## src/design/mcad_pkg.sv

```systemverilog
// Shared types, constants and helpers for the magnetic cover attach/detach detector.
// Depends on nothing; imported by mcad_step and the top level.
package mcad_pkg;

  localparam int SampleWidth = 16;
  localparam int AxisCount   = 3;
  localparam int AxisIdxW    = (AxisCount > 1) ? $clog2(AxisCount) : 1;
  localparam int ThrWidth    = 16;
  localparam int LevelWidth  = 15;
  localparam int CfgIdxWidth = 2;
  localparam int CfgDataWidth = 16;
  localparam int WideWidth   = SampleWidth + 2;

  typedef logic signed [SampleWidth-1:0] sample_t;
  typedef logic [AxisCount-1:0][SampleWidth-1:0] vec_t;
  typedef logic [AxisIdxW-1:0] axis_idx_t;
  typedef logic signed [WideWidth-1:0] wide_t;

  typedef enum logic [CfgIdxWidth-1:0] {
    CfgAxisChoice     = 2'd0,
    CfgThreshold      = 2'd1,
    CfgDetachMargin   = 2'd2,
    CfgSatLevel       = 2'd3
  } cfg_idx_e;

  typedef struct packed {
    logic                  kind;
    sample_t               field_x;
    sample_t               field_y;
    sample_t               field_z;
    logic                  saturated;
    logic [1:0]            report_axis;
  } in_item_t;

  typedef struct packed {
    logic    cover_closed;
    logic    attach_passed;
    logic    detach_passed;
    logic    test_running;
    sample_t baseline_value;
    sample_t attach_value;
    sample_t extremum_value;
    sample_t detach_value;
  } out_item_t;

  typedef struct packed {
    logic [1:0]                 axis_choice;
    logic signed [ThrWidth-1:0] signed_threshold;
    logic [LevelWidth-1:0]      pullback_gap;
    logic [LevelWidth-1:0]      saturation_level;
  } cfg_t;

  typedef struct packed {
    logic                     baseline_set;
    logic                     test_flag;
    axis_idx_t                latched_axis;
    logic [SampleWidth:0]     latched_threshold;
    vec_t                     baseline_vec;
    vec_t                     attach_vec;
    vec_t                     extremum_vec;
    vec_t                     detach_vec;
    sample_t                  open_max;
    sample_t                  open_min;
    logic signed [SampleWidth:0] last_excursion;
    logic                     closed_flag;
    logic                     attach_ok;
    logic                     detach_ok;
  } state_t;

  // Saturate an out-of-range axis code to the last axis.
  function automatic axis_idx_t clamp_axis(input logic [1:0] a);
    return (int'(a) >= AxisCount) ? axis_idx_t'(AxisCount - 1) : axis_idx_t'(a);
  endfunction

  function automatic wide_t abs_wide(input wide_t x);
    return (x < 0) ? -x : x;
  endfunction

endpackage

```

## src/design/mcad_step.sv

```systemverilog
// Next-state and result logic for one transaction of the cover detector.
// Purely combinational; depends on mcad_pkg.
module mcad_step (
  input  mcad_pkg::state_t   cur_i,
  input  mcad_pkg::cfg_t     cfg_i,
  input  mcad_pkg::in_item_t item_i,
  output mcad_pkg::state_t   nxt_o,
  output mcad_pkg::out_item_t res_o
);
  import mcad_pkg::*;

  vec_t      m;
  vec_t      ms;
  axis_idx_t a;
  axis_idx_t base_axis;
  axis_idx_t r;
  wide_t     v, b, mx, mn, dv, dmx, dmn, thr, thr_in, thr_mag;
  wide_t     msa, ea, ea_new, cd, marg;
  sample_t   lvl;
  logic      up, ext_take, det_take, det_done;

  assign m[0] = item_i.field_x;
  assign m[1] = item_i.field_y;
  assign m[2] = item_i.field_z;

  assign a         = cur_i.latched_axis;
  assign base_axis = clamp_axis(cfg_i.axis_choice);
  assign r         = clamp_axis(item_i.report_axis);

  // Open-cover arithmetic
  assign v   = wide_t'($signed(m[a]));
  assign b   = wide_t'($signed(cur_i.baseline_vec[a]));
  assign mx  = wide_t'(cur_i.open_max);
  assign mn  = wide_t'(cur_i.open_min);
  assign dv  = v - b;
  assign dmx = mx - b;
  assign dmn = mn - b;
  assign thr = wide_t'({1'b0, cur_i.latched_threshold});
  assign thr_in  = wide_t'(cfg_i.signed_threshold);
  assign thr_mag = abs_wide(thr_in);

  // Closed-cover arithmetic; a saturated sample reads as the level on every axis
  assign up  = cur_i.last_excursion > 0;
  assign lvl = sample_t'(cfg_i.saturation_level);
  always_comb begin
    for (int i = 0; i < AxisCount; i++) begin
      if (item_i.saturated) begin
        ms[i] = up ? lvl : -lvl;
      end else begin
        ms[i] = m[i];
      end
    end
  end
  assign msa      = wide_t'($signed(ms[a]));
  assign ea       = wide_t'($signed(cur_i.extremum_vec[a]));
  assign ext_take = up ? (msa > ea) : (msa < ea);
  assign ea_new   = ext_take ? msa : ea;
  assign cd       = msa - ea_new;
  assign marg     = wide_t'({1'b0, cfg_i.pullback_gap});
  assign det_take = up ? (msa < ea_new - marg) : (msa > ea_new + marg);
  assign det_done = up ? (cd < -thr) : (cd > thr);

  always_comb begin
    nxt_o = cur_i;
    priority if (!item_i.kind) begin
      nxt_o.test_flag    = 1'b1;
      nxt_o.baseline_set = 1'b0;
    end else if (cur_i.test_flag) begin
      priority if (!cur_i.baseline_set) begin
        // Baseline sample: the open pass on it sees zero deviation, so nothing more
        nxt_o.baseline_vec      = m;
        nxt_o.attach_vec        = m;
        nxt_o.extremum_vec      = '0;
        nxt_o.detach_vec        = '0;
        nxt_o.latched_axis      = base_axis;
        nxt_o.latched_threshold = thr_mag[SampleWidth:0];
        nxt_o.open_max          = sample_t'(m[base_axis]);
        nxt_o.open_min          = sample_t'(m[base_axis]);
        nxt_o.last_excursion    = '0;
        nxt_o.closed_flag       = 1'b0;
        nxt_o.attach_ok         = 1'b0;
        nxt_o.detach_ok         = 1'b0;
        nxt_o.baseline_set      = 1'b1;
      end else if (!cur_i.closed_flag) begin
        if (v > mx) begin
          nxt_o.open_max = sample_t'(m[a]);
          if (abs_wide(dv) > abs_wide(dmn)) begin
            nxt_o.attach_vec = m;
          end
        end else if (v < mn) begin
          nxt_o.open_min = sample_t'(m[a]);
          if (abs_wide(dmx) < abs_wide(dv)) begin
            nxt_o.attach_vec = m;
          end
        end
        nxt_o.last_excursion = dv[SampleWidth:0];
        if (abs_wide(dv) > thr) begin
          nxt_o.closed_flag  = 1'b1;
          nxt_o.attach_ok    = 1'b1;
          nxt_o.attach_vec   = m;
          nxt_o.extremum_vec = m;
        end
      end else begin
        if (ext_take) begin
          nxt_o.extremum_vec = ms;
          nxt_o.detach_vec   = '0;
        end
        if (det_take) begin
          nxt_o.detach_vec = ms;
        end
        if (det_done) begin
          nxt_o.closed_flag = 1'b0;
          nxt_o.detach_ok   = 1'b1;
          nxt_o.test_flag   = 1'b0;
        end
      end
    end
  end

  always_comb begin
    res_o.cover_closed   = nxt_o.closed_flag;
    res_o.attach_passed  = nxt_o.attach_ok;
    res_o.detach_passed  = nxt_o.detach_ok;
    res_o.test_running   = nxt_o.test_flag;
    res_o.baseline_value = sample_t'(nxt_o.baseline_vec[r]);
    res_o.attach_value   = sample_t'(nxt_o.attach_vec[r]);
    res_o.extremum_value = sample_t'(nxt_o.extremum_vec[r]);
    res_o.detach_value   = sample_t'(nxt_o.detach_vec[r]);
  end

endmodule

```

## src/design/magnetic_cover_attach_detach_detector_unit.sv

```systemverilog
// Top level of the magnetic cover attach/detach detector.
// Depends on mcad_pkg and mcad_step.
//
// The unit runs a factory attach/detach test on a stream of three-axis
// magnetometer transactions. A restart transaction arms the test; the next
// sample becomes the baseline and latches the watched axis and the absolute
// threshold from the configuration registers. While the cover reads open the
// unit follows the max and min on that axis and declares attach once the
// deviation from the baseline passes the threshold; while closed it follows
// the extremum in the attach direction (a saturated sample reads as plus or
// minus the saturation level) and declares detach, ending the test, once the
// pull-back passes the threshold. Every input transaction yields exactly one
// result transaction carrying the flags and the vectors on the requested axis.
// The whole step is evaluated between the input port and the result
// register, and a new transaction is taken every cycle while the result
// register is empty or being drained. The result is valid in the cycle after
// acceptance. Configuration is a plain write port and takes effect for the
// next transaction.
module magnetic_cover_attach_detach_detector_unit (
  input  logic                                clk_i,
  input  logic                                rst_ni,
  input  logic                                cfg_we_i,
  input  logic [mcad_pkg::CfgIdxWidth-1:0]    cfg_idx_i,
  input  logic [mcad_pkg::CfgDataWidth-1:0]   cfg_data_i,
  input  logic                                in_valid_i,
  output logic                                in_ready_o,
  input  mcad_pkg::in_item_t                  in_data_i,
  output logic                                out_valid_o,
  input  logic                                out_ready_i,
  output mcad_pkg::out_item_t                 out_data_o
);
  import mcad_pkg::*;

  state_t    state_q, state_d;
  cfg_t      cfg_q;
  out_item_t out_q, res;
  logic      out_valid_q;
  logic      in_fire;

  // Take a transaction whenever the result register is free or being emptied
  assign in_ready_o  = !out_valid_q || out_ready_i;
  assign in_fire     = in_valid_i && in_ready_o;
  assign out_valid_o = out_valid_q;
  assign out_data_o  = out_q;

  mcad_step u_step (
    .cur_i  (state_q),
    .cfg_i  (cfg_q),
    .item_i (in_data_i),
    .nxt_o  (state_d),
    .res_o  (res)
  );

  // Configuration registers, reset to their documented defaults
  always_ff @(posedge clk_i or negedge rst_ni) begin
    if (!rst_ni) begin
      cfg_q.axis_choice      <= 2'd0;
      cfg_q.signed_threshold <= 16'sd700;
      cfg_q.pullback_gap     <= 15'd100;
      cfg_q.saturation_level <= 15'd4900;
    end else if (cfg_we_i) begin
      unique case (cfg_idx_i)
        CfgAxisChoice:   cfg_q.axis_choice      <= cfg_data_i[1:0];
        CfgThreshold:    cfg_q.signed_threshold <= $signed(cfg_data_i[ThrWidth-1:0]);
        CfgDetachMargin: cfg_q.pullback_gap     <= cfg_data_i[LevelWidth-1:0];
        CfgSatLevel:     cfg_q.saturation_level <= cfg_data_i[LevelWidth-1:0];
      endcase
    end
  end

  // Detector state: advance only on an accepted transaction
  always_ff @(posedge clk_i or negedge rst_ni) begin
    if (!rst_ni) begin
      state_q <= '0;
    end else if (in_fire) begin
      state_q <= state_d;
    end
  end

  // Result valid: set on acceptance, drop once taken
  always_ff @(posedge clk_i or negedge rst_ni) begin
    if (!rst_ni) begin
      out_valid_q <= 1'b0;
    end else if (in_fire) begin
      out_valid_q <= 1'b1;
    end else if (out_ready_i) begin
      out_valid_q <= 1'b0;
    end
  end

  // Result payload: hold until replaced by the next accepted transaction
  always_ff @(posedge clk_i) begin
    if (in_fire) begin
      out_q <= res;
    end
  end

  a_fire_gives_result: assert property (@(posedge clk_i) disable iff (!rst_ni)
    in_fire |=> out_valid_o)
    else $error("accepted transaction produced no result");

  a_detach_after_attach: assert property (@(posedge clk_i) disable iff (!rst_ni)
    state_q.detach_ok |-> state_q.attach_ok)
    else $error("detach pass without attach pass");

  a_closed_after_attach: assert property (@(posedge clk_i) disable iff (!rst_ni)
    state_q.closed_flag |-> state_q.attach_ok)
    else $error("cover closed without attach pass");

  a_detach_opens: assert property (@(posedge clk_i) disable iff (!rst_ni)
    state_q.detach_ok |-> !state_q.closed_flag)
    else $error("cover still closed after detach pass");

endmodule

```

## config.mk

```make
export PLATFORM = sky130hd
export DESIGN_NAME = magnetic_cover_attach_detach_detector_unit
export DESIGN_NICKNAME = d
export VERILOG_FILES = /design/src/design/mcad_pkg.sv /design/src/design/mcad_step.sv /design/src/design/magnetic_cover_attach_detach_detector_unit.sv
export SDC_FILE = /design/constraint.sdc
export NUM_CORES = 2
export LEC_CHECK = 0
export BUFFER_PORTS_ARGS = -buffer_cell sky130_fd_sc_hd__buf_2
export CAP_MARGIN = 15
export CORE_MARGIN = 2
export CORE_UTILIZATION = 45
export CTS_CLUSTER_DIAMETER = 120
export DETAILED_ROUTE_END_ITERATION = 10
export GPL_TIMING_DRIVEN = 0
export REMOVE_ABC_BUFFERS = 1
export SYNTH_ARGS = -nofsm -noshare
export SYNTH_HDL_FRONTEND = slang
export SYNTH_SLANG_ARGS = --single-unit
```

## constraint.sdc

```tcl
create_clock -name clk_i -period 12.19 [get_ports clk_i]
set_clock_uncertainty 0.2 [all_clocks]
set_input_delay 1.219 -clock clk_i [delete_from_list [all_inputs] [get_ports clk_i]]
set_output_delay 1.219 -clock clk_i [all_outputs]
set_load 0.01 [all_outputs]
```

Word level (Yosys, flattened, before mapping)
Cells that the tools add are included.

Reductions and logical operators: 14. Order comparisons: 21. Multiplexer cells: 61. Div/mod/pow operators: 0. Eq/ne operators: 8. Bitwise operators: 1. Multiply operators: 0. Shifts and indexed selects: 0. Add/subtract/negate cells: 12.

Operators by type and width (number): two-way mux 48 bit (8); binary-select mux 16 bit (select 2 bit) (9); two-way mux 265 bit (1); two-way mux 16 bit (16); two-way mux 244 bit (1); two-way mux 196 bit (1); two-way mux 96 bit (2); two-way mux 18 bit (4); negation 17 -> 18 bit (4); two-way mux 67 bit (1); greater-than comparator 18 bit (3); < comparator 17 x 1 -> 1 bit (second input constant) (3); subtractor 16 x 16 -> 17 bit (3); two-way mux 49 bit (1); < comparator 18 bit (2); greater-than comparator 16 bit (2); < comparator 16 bit (2); adder 18 x 16 -> 18 bit (1); greater-than comparator 16 x 18 -> 1 bit (1); < comparator 16 x 18 -> 1 bit (1); subtractor 16 x 18 -> 18 bit (1); subtractor 18 x 16 -> 18 bit (1); greater-than comparator 17 x 1 -> 1 bit (second input constant) (1); two-way mux 17 bit (1); other kinds (21) (47).

Logic and storage cells: 152. Memories: 0. Bits in registers: 382. Bits in writable memories: 0. Bits in read-only memories: 0. Latch bits: 0. Input bits: 75.

Logic depth before layout (Yosys ltp)
Depth after elaboration: 18. Gate-level depth with buffers: 50. Gate-level depth less buffers: 45.

Cells and area by module
From an unflattened synthesis, not the netlist that was laid out.

Cells, all modules: 3604. Area, all modules: 33881.2 µm².

Modules (own cells, without submodules): mcad_step (area an instance 19142.1 µm², cells each 2869, seq. area each 0.0 µm², instances 1); magnetic_cover_attach_detach_detector_unit (area an instance 14739.1 µm², cells each 735, seq. area each 9917.0 µm², instances 1).

Worst setup path before layout
No wires, ideal clock.

Path type: in2reg. From: input port in_data_i[2] (netlist bit). To: register out_q, in the netlist out_data_o[5] (data pin). Buffers on the path: 6. Stages: 42. Data arrival time: 9.818 ns. Slack: 1.911 ns. Cells stage by stage: clkbuf_1 -> clkbuf_1 -> buf_1 -> o21ai_0 -> nor2_1 -> a21oi_1 -> o21ai_0 -> ha_1 -> nand4_1 -> nor4_1 -> o21ai_0 -> or3_4 -> and3_4 -> or3_4 -> nand2_4 -> buf_4 -> buf_2 -> nand2_1 -> (+6 left out) -> o21ai_0 -> a21oi_1 -> o21bai_1 -> a221oi_1 -> o41ai_1 -> or4_1 -> nand3_1 -> ha_1 -> nand4_1 -> nor4bb_1 -> nor4b_1 -> a211oi_1 -> mux2_2 -> a22oi_2 -> clkbuf_1 -> o22ai_1 -> a221o_1 -> a221o_1.

RTL lines: start, declared (line magnetic_cover_attach_detach_detector_unit.sv:27) `input mcad_pkg::in_item_t in_data_i,`; end signal, assigned (line magnetic_cover_attach_detach_detector_unit.sv:94) `out_q <= res;`; end, declared (line magnetic_cover_attach_detach_detector_unit.sv:36) `out_item_t out_q, res;`.

==> results_dict.tcl <==
set metrics [dict create \
    fin_cells 4686 \
    critPathCaptureType "register" \
    relSlewSlack_pct 12.92 \
    critPathLaunchType "register" \
    drt_iter0_drc 3254 \
    ys_top_cells_by_area "dfrtp_1 24%, ha_1 11%, edfxtp_1 6.5%, nand2_1 6.0%, o21ai_0 5.0%" \
    clk_path_buf_depth 3 \
    met2_usage_pct 47.07 \
    fin_nets 4054 \
    clk_latency_ns 0.62 \
    gr-usage-all-layers_pct 31.14 \
    cp-endpoint "out_data_o[7]$_DFFE_PP_" \
    fmax_ghz 0.08410 \
    avgRoutedWirePerCell_um 24.49 \
    reg2reg_to "out_data_o[7]$_DFFE_PP_" \
    synth.top_cell.area_share_pct 23.83 \
    drv_slew 0 \
    worst-path-max-fanout 25 \
    grt_pass1_wl_mm 171.0 \
    path_clk_slew_ns 0.06 \
    postSynthCellCount 3688 \
    place_hpwl_mm 80.96 \
    use_met1_pct 43.00 \
    fp.dieW_um 268.6 \
    root_buffer "clkbuf_16" \
    layout-drive-gt1-share_pct 12.69 \
    use_met3_pct 5.799 \
    reg2reg_depth 44 \
    path_common_cell "ha_1" \
    vias 29344 \
    first_pass_iters 8 \
    final.min_clock_period_ns 11.89 \
    h-tree-depth 2 \
    start_util_pct 45.22 \
    r2r_start "cfg_q[1]$_DFFE_PN0P_" \
    num_rows 97 \
    dieArea_sq_um 72140 \
    finalHoldViolCount 0 \
    grt_pass1_vias 27279 \
    drc 0 \
    dp_cells 4586 \
    viasPerCell 6.262 \
    cp_slowest_cell "or3b_2" \
    io-pin-count 145 \
    final_antenna_net_count 0 \
    worst-setup-path-type "reg -> reg" \
    layout_common_cells "497 x nand2_1, 306 x o21ai_0, 296 x dfrtp_1" \
    synth-seq-cells 382 \
    fin_tns_setup_ns 0 \
    numCtsBuffers 45 \
    fin_ws_ns 0.2995 \
    fin_crit_sh_pct 97.54 \
    synth.cell_area_sq_um 31500 \
    drt-total-wl_mm 114.8 \
    cp.arrival_ns 12.03 \
    gp_congestion 0.9112 \
    final_common_cell "nand2_1" \
    cpPeakStageDelay_ns 0.50 \
    async_flop_share_pct 82.20 \
    worstPathRequired_ns 12.33 \
    tightest_slew_ns 1.304 \
    startpoint "cfg_q[1]$_DFFE_PN0P_" \
    synth_edf_count 68 \
    core_region_area_sq_um 69660 \
    die_y_um 268.6 \
    hp-class "reg -> reg" \
    fillCellCount 6772 \
    clock_sinks 382 \
    synth_top_flop_cell "dfrtp_1" \
    area_growth_pct 11.76 \
    port_buffers 144 \
    dp_slack_ns -2.078 \
    reg2reg_slack_ns 0.30 \
    status "complete, no violations" \
    tritoncts "done" \
    setup_viol 0 \
    syn_avg_cell_area_sq_um 8.542 \
    grt_max_degree 109 \
    synth-seq-area-share_pct 31.48 \
    synth_area_leader_cell "dfrtp_1" \
    timing.hold.ws_ns 0.2867 \
    overflow 0 \
    antenna_found_initial 3 \
    grt_busiest_layer "met2" \
    yosysWarnings 0 \
    drv_cap 0 \
    synth_cell_types 94 \
]
[final cells by class]
cell class              instances  area [sq um]  share of cell area [%]
flip-flops and latches        382          9930                   28.20
diodes                          3         7.507                 0.02132
well taps                     940          1176                   3.340
clock buffers                  62          1260                   3.579
inverters                     154         580.6                   1.649
multi-input cells            2928         20380                   57.89
clock inverters                21         319.1                  0.9062
repair buffers                196          1553                   4.410
[logic make-up (layout without fill, tap and decap cells)]
family	Yosys count	count (layout)	synth area share, %
xor+xnor	167	167	4.643
mux	266	266	8.881
buf+inv	383	433	4.806
compound gates	1144	1144	23.74
fa+ha+maj	272	272	10.95
simple gates	1072	1075	15.48
flops	382	382	31.48
other cells	2	7	0.02384
[synthesized netlist by cell type, drive strengths merged (16+ instances only)]
library cell	count
a211oi	64
a21o	39
a21oi	242
a221o	17
a221oi	17
a22o	73
a22oi	32
a31oi	48
and2	35
and3	22
buf	61
clkbuf	168
dfrtp	300
edfxtp	68
ha	266
inv	153
mux2	108
mux2i	158
nand2	505
nand2b	27
nand3	50
nand4	27
nor2	244
nor2b	29
nor3	43
nor4	25
o211a	16
o211ai	40
o21a	67
o21ai	320
o21bai	17
o22ai	25
o31ai	23
or3	19
xnor2	101
xor2	66
[worst min-delay path by stage]
stage	depth (start not counted)	end	startpoint	slack (ns)
detailed placement	2	state_q[65]$_DFFE_PN0P_	state_q[65]$_DFFE_PN0P_	0.27
finish	2	state_q[65]$_DFFE_PN0P_	state_q[65]$_DFFE_PN0P_	0.29
floorplan	2	state_q[257]$_DFFE_PN0P_	state_q[257]$_DFFE_PN0P_	0.25
global placement	2	state_q[64]$_DFFE_PN0P_	state_q[64]$_DFFE_PN0P_	0.27
CTS	2	state_q[65]$_DFFE_PN0P_	state_q[65]$_DFFE_PN0P_	0.29
global route	2	state_q[65]$_DFFE_PN0P_	state_q[65]$_DFFE_PN0P_	0.30
[critical path, delay by kind of cell, from the launching register on]
kind            cells  cell delay (ns)
simple gates       17             4.34
compound gates     17             3.67
xor+xnor            1             0.37
buf+inv             3             0.57
fa+ha+maj           5             1.63
mux                 1             0.34
flops               1             0.44
[stage by stage]
stage | util, % | area, sq um
floorplan | - | 30570
CTS | 50.32 | 35050
global route | 50.53 | 35200
finish | 50.54 | 35210
global placement | 46.61 | 32470
detailed placement | 47.87 | 33350
[registers in the layout, summed over array words and instances, names as in the netlist]
name	cells
state_q	265
out_valid_o	1
cfg_q	48
out_data_o	68
[what timing repair did]
| item | in CTS | in global routing |
|---|---|---|
| pin swaps | 6 | 4 |
| gates cloned | 1 | 2 |
| resized for setup | 18 | 13 |
| hold buffers | 0 | 0 |
| endpoints found under the setup margin | 70 | 70 |
| setup buffers | 6 | 2 |
[per-layer routing]
layer  wire (um)  vias to the layer above
met4        5798                        4
li1            -                    13450
met1       48740                    14133
met3       10630                      294
met2       49550                     1463
met5          29                        -
Power is left out: the tool's default activity adds up to more than one toggle a clock period on the data nets, which glitch-free logic cannot reach.
